--- config.mk ---
export PLATFORM = sky130hd
export DESIGN_NAME = dual_stack_shared_store_unit
export DESIGN_NICKNAME = d
export VERILOG_FILES = /design/src/hdl/dss_pkg.sv /design/src/hdl/dss_word_ram.sv /design/src/hdl/dss_ctrl.sv /design/src/hdl/dual_stack_shared_store_unit.sv
export SDC_FILE = /design/constraint.sdc
export NUM_CORES = 2
export LEC_CHECK = 0
export BUFFER_PORTS_ARGS = -buffer_cell sky130_fd_sc_hd__buf_2
export CAP_MARGIN = 20
export CORE_MARGIN = 4
export CORE_UTILIZATION = 60
export CTS_CLUSTER_SIZE = 28
export DETAILED_ROUTE_END_ITERATION = 7
export GPL_ROUTABILITY_DRIVEN = 0
export PLACE_DENSITY_LB_ADDON = 0.05
export SLEW_MARGIN = 10
export SYNTH_ARGS = -nofsm -noshare
export SYNTH_HDL_FRONTEND = slang
export SYNTH_SLANG_ARGS = --single-unit
--- constraint.sdc ---
create_clock -name i_clk -period 6.3 [get_ports i_clk]
set_clock_uncertainty 0.2 [all_clocks]
set_input_delay 0.315 -clock i_clk [delete_from_list [all_inputs] [get_ports i_clk]]
set_output_delay 0.315 -clock i_clk [all_outputs]
set_load 0.01 [all_outputs]
--- src/hdl/dss_pkg.sv ---
`timescale 1ns / 1ps
`default_nettype none

package dss_pkg;

    localparam int DEPTH     = 64;
    localparam int WORD_BITS = 32;
    localparam int ADDR_W    = $clog2(DEPTH);
    localparam int CNT_W     = $clog2(DEPTH + 1);

    typedef enum logic [1:0] {
        FUNC_PUSH   = 2'd0,
        FUNC_POP    = 2'd1,
        FUNC_PEEK   = 2'd2,
        FUNC_STATUS = 2'd3
    } t_func;

    typedef enum logic [1:0] {
        ST_DONE  = 2'd0,
        ST_FULL  = 2'd1,
        ST_EMPTY = 2'd2
    } t_status;

    typedef struct packed {
        t_func       func;
        logic        side;
        logic [31:0] push_word;
    } t_req;

    typedef struct packed {
        logic [31:0] read_word;
        t_status     status;
        logic        left_empty;
        logic        right_empty;
        logic        store_full;
    } t_rsp;

    // request from the controller to the word memory
    typedef struct packed {
        logic                 we;
        logic                 re;
        logic [ADDR_W-1:0]    addr;
        logic [WORD_BITS-1:0] wdata;
    } t_mem_req;

    // per-request outcome, decided at accept time
    typedef struct packed {
        t_status status;
        logic    rd;
        logic    left_empty;
        logic    right_empty;
        logic    store_full;
    } t_step;

endpackage

`default_nettype wire

--- src/hdl/dss_word_ram.sv ---
`timescale 1ns / 1ps
`default_nettype none

module dss_word_ram (
    input  wire                         i_clk,
    input  dss_pkg::t_mem_req           i_mem,
    output logic [dss_pkg::WORD_BITS-1:0] o_rdata
);
    import dss_pkg::*;

    logic [WORD_BITS-1:0] r_mem [DEPTH];
    logic [WORD_BITS-1:0] r_rdata;

    always_ff @(posedge i_clk) begin
        if (i_mem.we) begin
            r_mem[i_mem.addr] <= i_mem.wdata;
        end
        if (i_mem.re) begin
            r_rdata <= r_mem[i_mem.addr];
        end
    end

    assign o_rdata = r_rdata;

endmodule

`default_nettype wire

--- src/hdl/dss_ctrl.sv ---
`timescale 1ns / 1ps
`default_nettype none

module dss_ctrl (
    input  wire                i_clk,
    input  wire                i_rst_n,
    input  wire                i_accept,
    input  dss_pkg::t_req      i_req,
    output dss_pkg::t_mem_req  o_mem,
    output dss_pkg::t_step     o_step
);
    import dss_pkg::*;

    localparam logic [CNT_W-1:0] CNT_DEPTH = CNT_W'(DEPTH);
    localparam logic [CNT_W-1:0] CNT_LAST  = CNT_W'(DEPTH - 1);
    localparam logic [CNT_W:0]   SUM_DEPTH = (CNT_W + 1)'(DEPTH);

    logic [CNT_W-1:0] r_left;
    logic [CNT_W-1:0] r_right;
    logic [CNT_W-1:0] n_left;
    logic [CNT_W-1:0] n_right;
    logic [CNT_W:0]   cur_sum;
    logic [CNT_W:0]   nxt_sum;
    logic             full_now;
    logic [CNT_W-1:0] side_cnt;
    logic [CNT_W-1:0] push_slot;
    logic [CNT_W-1:0] top_slot;

    assign cur_sum  = {1'b0, r_left} + {1'b0, r_right};
    assign full_now = (cur_sum == SUM_DEPTH);
    assign side_cnt = i_req.side ? r_right : r_left;
    // left grows up from slot 0, right grows down from the last slot
    assign push_slot = i_req.side ? (CNT_LAST - r_right) : r_left;
    assign top_slot  = i_req.side ? (CNT_DEPTH - r_right) : (r_left - 1'b1);

    always_comb begin
        n_left        = r_left;
        n_right       = r_right;
        o_mem.we      = 1'b0;
        o_mem.re      = 1'b0;
        o_mem.addr    = push_slot[ADDR_W-1:0];
        o_mem.wdata   = WORD_BITS'(i_req.push_word);
        o_step.status = ST_DONE;
        o_step.rd     = 1'b0;
        unique case (i_req.func)
            FUNC_PUSH: begin
                if (full_now) begin
                    o_step.status = ST_FULL;
                end else begin
                    o_mem.we = i_accept;
                    if (i_req.side) begin
                        n_right = r_right + 1'b1;
                    end else begin
                        n_left = r_left + 1'b1;
                    end
                end
            end
            FUNC_POP, FUNC_PEEK: begin
                o_mem.addr = top_slot[ADDR_W-1:0];
                if (side_cnt == '0) begin
                    o_step.status = ST_EMPTY;
                end else begin
                    o_mem.re  = i_accept;
                    o_step.rd = 1'b1;
                    if (i_req.func == FUNC_POP) begin
                        if (i_req.side) begin
                            n_right = r_right - 1'b1;
                        end else begin
                            n_left = r_left - 1'b1;
                        end
                    end
                end
            end
            FUNC_STATUS: begin
            end
            default: begin
            end
        endcase
        // flags as they stand after the request
        nxt_sum            = {1'b0, n_left} + {1'b0, n_right};
        o_step.left_empty  = (n_left == '0);
        o_step.right_empty = (n_right == '0);
        o_step.store_full  = (nxt_sum == SUM_DEPTH);
    end

    always_ff @(posedge i_clk) begin
        if (!i_rst_n) begin
            r_left  <= '0;
            r_right <= '0;
        end else if (i_accept) begin
            r_left  <= n_left;
            r_right <= n_right;
        end
    end

endmodule

`default_nettype wire

--- src/hdl/dual_stack_shared_store_unit.sv ---
`timescale 1ns / 1ps
`default_nettype none

// Channel   | Direction | Handshake           | Payload
// ----------+-----------+---------------------+-----------------------------
// request   | in        | start & !busy       | i_req (func, side, push_word)
// result    | out       | o_valid, one cycle  | o_rsp (read_word, status, flags)
//
// One request per cycle while busy is low; its result appears in the cycle
// after acceptance. The single-port word memory is read or written at the
// accept edge, so its registered read sets the result delay. Back-to-back
// requests see the previous write, which lands at the earlier accept edge.
// Synchronous active-low reset clears both stack counts; memory is not cleared.
// busy is high only while reset is asserted. The receiver cannot stall.

module dual_stack_shared_store_unit (
    input  wire            i_clk,
    input  wire            i_rst_n,
    input  wire            start,
    output logic           busy,
    input  dss_pkg::t_req  i_req,
    output logic           o_valid,
    output dss_pkg::t_rsp  o_rsp
);
    import dss_pkg::*;

    logic                 accept;
    t_mem_req             mem_req;
    t_step                step;
    logic [WORD_BITS-1:0] ram_rdata;

    logic                 r_valid;
    t_step                r_step;

    // no request is taken while reset holds the counts
    assign busy   = ~i_rst_n;
    assign accept = start & ~busy;

    dss_ctrl u_ctrl (
        .i_clk    (i_clk),
        .i_rst_n  (i_rst_n),
        .i_accept (accept),
        .i_req    (i_req),
        .o_mem    (mem_req),
        .o_step   (step)
    );

    dss_word_ram u_ram (
        .i_clk   (i_clk),
        .i_mem   (mem_req),
        .o_rdata (ram_rdata)
    );

    always_ff @(posedge i_clk) begin
        if (!i_rst_n) begin
            r_valid <= 1'b0;
        end else begin
            r_valid <= accept;
        end
    end

    // result fields; the read word arrives from the memory in the same cycle
    always_ff @(posedge i_clk) begin
        if (accept) begin
            r_step <= step;
        end
    end

    assign o_valid           = r_valid;
    assign o_rsp.read_word   = r_step.rd ? 32'(ram_rdata) : 32'd0;
    assign o_rsp.status      = r_step.status;
    assign o_rsp.left_empty  = r_step.left_empty;
    assign o_rsp.right_empty = r_step.right_empty;
    assign o_rsp.store_full  = r_step.store_full;

endmodule

`default_nettype wire
=== Word-level counts from Yosys, hierarchy flattened ===
Memories as Yosys holds them, arrays and structs flattened. A register that Yosys moved wholly into a read port is not among the register bits.
Cells that the tools add are included.

* Register bits: 21
* Memory bits (writable): 2,048
* Input port bits: 38
* Output and inout bits: 39
* Logic and storage cells: 54
* Memories: 1

* Add/subtract/negate cells: 8
* Equality and inequality tests: 4
* Multiplexer cells: 26
* Bitwise operators: 2
* Reductions and logical operators: 5

{| class="wikitable"
|+ Memories
! name !! depth !! bits a word !! rd ports !! clocked after Yosys merged registers in !! wr ports !! line !! RTL
|-
| u_ram.r_mem || 64 || 32 || 1 || 1 || 1 || dss_word_ram.sv:11 || <nowiki>logic [WORD_BITS-1:0] r_mem [DEPTH];</nowiki>
|}

{| class="wikitable"
|+ Operator list
! cell !! number
|-
| 7-bit 2-to-1 mux || 12
|-
| 32-bit 2-to-1 mux || 1
|-
| 7-bit one-hot mux with 2 select lines || 2
|-
| 7-bit zero test || 3
|-
| 7-bit by 7-bit adder with 8-bit output || 2
|-
| 8-bit by 7-bit == test with 1-bit output (second input constant) || 2
|-
| 7-bit by 1-bit adder with 7-bit output (second input constant) || 2
|-
| 7-bit by 1-bit subtractor with 7-bit output (second input constant) || 2
|-
| 6-bit 2-to-1 mux || 2
|-
| 1-bit 2-to-1 mux || 7
|-
| 1-bit by 6-bit subtractor with 6-bit output (first input constant) || 1
|-
| 6-bit subtractor (first input constant) || 1
|-
| 2-bit one-hot mux with 2 select lines || 1
|-
| 2-bit by 1-bit == test with 1-bit output (second input constant) || 1
|-
| 2-bit == test (second input constant) || 1
|-
| 2-bit zero test || 1
|-
| 2-bit 2-to-1 mux || 1
|-
| 2-bit OR reduction || 1
|-
| 1-bit AND || 1
|-
| 1-bit NOT || 1
|}

=== Longest topological paths before layout ===
* Depth in word-level cells: 7
* Gate-level depth with buffers: 18
* Depth with buffers taken out: 17

=== By module ===
From an unflattened synthesis, not the netlist that was laid out.

* Cells, all modules: 4,695
* Area, all modules: 82,584.2 sq um

{| class="wikitable"
|+ Modules (own cells, without submodules)
! module !! instances !! cells an instance !! area an instance (sq um) !! seq. area each (sq um)
|-
| dss_word_ram || 1 || 4,239 || 79,248.5 || 62,459.9
|-
| dss_ctrl || 1 || 406 || 2,826.5 || 280.3
|-
| dual_stack_shared_store_unit || 1 || 50 || 509.2 || 200.2
|}

=== Worst setup path before layout ===
Ideal clock, no wire load.

* Path type: reg2reg
* From: register u_ctrl.r_left[0]
* To: memory u_ram.r_mem[0][0], enable pin
* Setup time: 421 ps
* Data arrival time: 4,160 ps
* Required time: 5,679 ps
* Setup slack: 1,518 ps
* Cell stages (with the launch flop): 15
* Buffers on the path: 6
* Cell sequence: dfxtp_1 > buf_2 > inv_1 > ha_1 > and3b_1 > nor3_4 > nor2_4 > buf_4 > nor2_1 > buf_2 > buf_2 > buf_2 > buf_1 > nand2_1 > nor2_1

* Cells in the longest elaborated chain, start to end: 6

{| class="wikitable"
|+ RTL lines
! what !! line !! RTL
|-
| from (decl) || dss_ctrl.sv:18 || <nowiki>logic [CNT_W-1:0] r_left;</nowiki>
|-
| from (signal assigned) || dss_ctrl.sv:91 || <nowiki>r_left <= n_left;</nowiki>
|-
| 7-bit by 7-bit adder with 8-bit output || dss_ctrl.sv:29 || <nowiki>assign cur_sum = {1'b0, r_left} + {1'b0, r_right};</nowiki>
|-
| 8-bit by 7-bit == test with 1-bit output || dss_ctrl.sv:30 || <nowiki>assign full_now = (cur_sum == SUM_DEPTH);</nowiki>
|-
| 1-bit 2-to-1 mux || dss_ctrl.sv:47 || <nowiki>if (full_now) begin</nowiki>
|-
| 1-bit 2-to-1 mux || dss_ctrl.sv:45 || <nowiki>unique case (i_req.func)</nowiki>
|-
| 1-bit 2-to-1 mux || dss_word_ram.sv:15 || <nowiki>if (i_mem.we) begin</nowiki>
|-
| 1-bit 2-to-1 mux (not written as such) || dss_word_ram.sv:16 || <nowiki>r_mem[i_mem.addr] <= i_mem.wdata;</nowiki>
|-
| to (decl) || dss_word_ram.sv:11 ||
|}

Parallel ways exist; a longest one is shown, timed or not.

=== Final worst setup path ===
* From: register u_ctrl.r_right[0]
* To: memory u_ram.r_mem[2][30], enable pin

* Cells in the longest elaborated chain, start to end: 6

{| class="wikitable"
|+ RTL lines
! what !! line !! RTL
|-
| from (decl) || dss_ctrl.sv:19 || <nowiki>logic [CNT_W-1:0] r_right;</nowiki>
|-
| from (signal assigned) || dss_ctrl.sv:92 || <nowiki>r_right <= n_right;</nowiki>
|-
| 7-bit by 7-bit adder with 8-bit output || dss_ctrl.sv:29 ||
|-
| 8-bit by 7-bit == test with 1-bit output || dss_ctrl.sv:30 ||
|-
| 1-bit 2-to-1 mux || dss_ctrl.sv:47 ||
|-
| 1-bit 2-to-1 mux || dss_ctrl.sv:45 ||
|-
| 1-bit 2-to-1 mux || dss_word_ram.sv:15 ||
|-
| 1-bit 2-to-1 mux (not written as such) || dss_word_ram.sv:16 ||
|}

Parallel ways exist; a longest one is shown, timed or not.

==> run_results.csv <==
group,metric,value,unit
timing,worstMarginPinSlew,1140,ps
synthesis,syn_area,79600,um^2
floorplanning,die_area,139000,um^2
synthesis,synth_compound_gate_area_share,11.4,%
synthesis,synth.top_cell.area_share,78.7,%
detailed_routing,first_pass_iters,8,
timing,setup_viol,0,
setup_path,critical_path_class,"reg2reg",
synthesis,synthAdderAreaFrac,0.381,%
clock_network,cts_sinks,2101,
detailed_routing,wire_per_inst,41.1,um
synthesis,avgSynthCellArea,17.4,um^2
detailed_routing,drcViolationCount,4,
clock_network,cts_hold_buf,8,
floorplanning,row_count,133,
placement,dpl_worst_slack,699,ps
synthesis,async_reset_ff_share,0,%
timing,min_period,5360,ps
clock_network,ctsLongestPathBuffers,3,
floorplanning,die_w,372,um
synthesis,synth_cells,4568,
synthesis,yosys.area.top_type,"edfxtp_1",
timing,rsz0062_at_grt,"false",
hold_path,hold_class,"in2reg",
setup_path,r2r-start,"u_ctrl.r_right[0]$_SDFFE_PN0P_",
synthesis,ys_seq_area_share,79.1,%
floorplanning,dieHeight,372,um
global_routing,grt_overflow,0,
setup_path,crit_slowest_cell,"and3_1",
placement,io_buffers,76,
timing,fmaxAchievable,187,MHz
timing,fin_ws,941,ps
setup_path,cp.required,6600,ps
detailed_routing,ant_nets,0,
setup_path,cpMostUsedCell,"buf_4",
setup_path,ff2ff_setup_slack,940,ps
synthesis,synth_top_family_by_area,"compound AO/OA/AOI/OAI gates",
synthesis,synth_edf_count,2086,
synthesis,yosys.cell_types.count,91,
clock_network,cts-resized-gates,0,
detailed_routing,vias,50500,
clock_network,path_clk_slew,70,ps
synthesis,yosys-top-cells-area,"edfxtp_1, a22oi_1, a222oi_1",
clock_network,cts_tree,"built",
setup_path,reg2reg_depth,11,
hold_path,min_path_cells,1,
finish,fillers,8564,
placement,place_area,84000,um^2
setup_path,rr_endpoint,"u_ram.r_mem[2][30]$_DFFE_PP_",
global_routing,grt_usage,40.2,%
power,leakage,29.0,nW
placement,hpwl,157000,um
clock_network,cts_made_buffers,202,
detailed_routing,wirelength,279000,um
floorplanning,ios,77,
timing,finalMaxSlewViolations,0,
global_routing,grt_max_degree,77,
synthesis,ys.warnings.count,0,
setup_path,slowest_delay,660,ps
finish,layout-drive-gt1-share,17.1,%
synthesis,synth_xor_xnor_area_share,0.121,%
synthesis,synthFlopType,"edfxtp_1",
clock_network,root_buffer,"clkbuf_16",
timing,hold_violations,0,
setup_path,end_kind,"register",
synthesis,yosys-top-cells-count,"edfxtp_1, a22oi_1, nand2_1",
detailed_routing,drt_first_iter_violations,10200,
clock_network,ctsHtreeMaxLevel,4,
setup_path,crit_fanout,11,
timing,tns,0,ps
clock_network,clock_latency,830,ps
finish,fin_nets,4921,
synthesis,yosysMostFrequentCell,"edfxtp_1",
finish,final_area,91000,um^2
floorplanning,start_util,60.5,%
setup_path,cp-endpoint,"u_ram.r_mem[2][30]$_DFFE_PP_",
synthesis,muxShareOfSynthArea,2.25,%
synthesis,synth_simple_gate_area_share,4.91,%
run_status,outcome,"finished with violations",
global_routing,grt_pass1_vias,46900,
synthesis,synth_fp_nets,4629,
floorplanning,coreArea,132000,um^2
power,pwr_density_cell,345,nW/um^2
clock_network,cts_setup_buffers,0,
timing,final.period_utilization,85.1,%
run_status,violations,"design-rule violations",
setup_path,crit_chain,"buf_4, ha_1, fa_1, a211oi_1, nor3_1, a2111oi_2, or3_1, and3_1, nand2_1, nor2_4, buf_4",
finish,syn_to_final_growth,14.4,%
setup_path,critical_path.startpoint,"u_ctrl.r_right[0]$_SDFFE_PN0P_",
hold_path,hp-start,"i_req[29]",
global_routing,antenna_found_initial,16,
global_routing,grt_pass1_wl,380000,um
power,vdd_drop_max,281,uV
timing,max_slew_margin,23.9,%
job,drv_cap,0,
synthesis,synth-seq-cells,2101,
detailed_routing,via_per_inst,7.44,
setup_path,crit_arrival,5660,ps
setup_path,start_kind,"register",
[critical path, delay by kind of cell, from the launching register on]
kind                     cells  cell delay, ps
flip-flops                   1             300
AO/OA/AOI/OAI                2             870
AND/OR/NAND/NOR              5            2460
adder cells (fa/ha/maj)      2             660
buffers and inverters        2             520
[worst min path at each step]
stage	endpoint	slack, ps
2_1_floorplan	u_ram.r_mem[0][0]$_DFFE_PP_	210
3_3_place_gp	u_ctrl.r_right[6]$_SDFFE_PN0P_	390
3_5_place_dp	u_ctrl.r_right[6]$_SDFFE_PN0P_	410
4_1_cts	u_ram.r_mem[43][29]$_DFFE_PP_	6
5_1_grt	u_ram.r_mem[43][29]$_DFFE_PP_	80
6_report	u_ram.r_mem[42][29]$_DFFE_PP_	40
[power breakdown]
part           leakage, nW  internal (mW)  total [mW]  switching [mW]
combinational         7.11           1.20        4.26            3.06
clock                 3.06           6.53        11.6            5.12
sequential            18.9           15.4        15.5          0.0352
total                 29.0           23.2        31.4            8.21
[kinds of logic (layout without fill, tap and decap cells)]
group,Yosys count,in the layout
DFF,2101,2101
AOI/OAI and AO/OA,1202,1202
and+or+nand+nor,766,766
buffers and inverters,332,787
muxes,133,133
adders and majority gates,23,23
xor gates and xnor gates,11,11
other,0,10
[registers in the layout, indices dropped and copies added (netlist names)]
signal and cells:
o_valid 1, u_ram.r_mem 2048, o_rsp 5, u_ram.o_rdata 32, r_step 1, u_ctrl.r_left 7, u_ctrl.r_right 7
[area by class of cell]
cell class	count	area, um^2	area share [%]
Multi-Input combinational cell	2135	15900	17.5
Tap cell	1755	2200	2.41
Timing Repair Buffer	396	3590	3.94
Inverter	24	90.1	0.0990
Sequential cell	2101	62900	69.2
Antenna cell	10	25.0	0.0275
Clock buffer	248	5270	5.79
Clock inverter	119	990	1.09
[cell usage in the layout, fill, tap and decap left out, drive strengths merged, types with 9 or more instances in the layout]
cell,instances
a22o,86
a22oi,498
nor3,41
a221oi,51
nand3,49
o21ai,61
dfxtp,15
mux2i,38
or4,11
clkbuf,248
a41oi,27
o22ai,13
a31oi,76
and3,108
a221o,10
nand3b,9
inv,29
o211ai,19
or3,9
diode,10
a21oi,112
a222oi,92
nor4,18
dlygate4sd3,28
nor2,153
mux2,67
and2,38
bufinv,15
nand2,229
a2111oi,38
clkinv,96
a211oi,49
ha,21
buf,368
nand4b,13
edfxtp,2086
mux4,28
nand4,62
[per-stage QoR]
step / utilization (%) / power, mW / hold slack, ps / std cells
2_1_floorplan: - / 17.8 / 214 / 4568
5_1_grt: 69.1 / 32.1 / 82.4 / 6778
6_report: 69.1 / 31.4 / 41.4 / 6788
3_5_place_dp: 63.8 / 19.8 / 410 / 6363
3_3_place_gp: 63.8 / 19.8 / 391 / 6362
4_1_cts: 68.7 / 31.2 / 5.90 / 6738
[layer usage]
metal	GRT usage, %	wire [um]	vias up	part of all wire, %
met2	59.5	124000	4620	45
met1	55.2	96000	25500	34
met4	20.8	17100	8	6.1
li1	-	-	19600	-
met3	11.4	41400	792	15
met5	0	52	-	0.019
No activity file was read; power rests on OpenSTA's default activity.
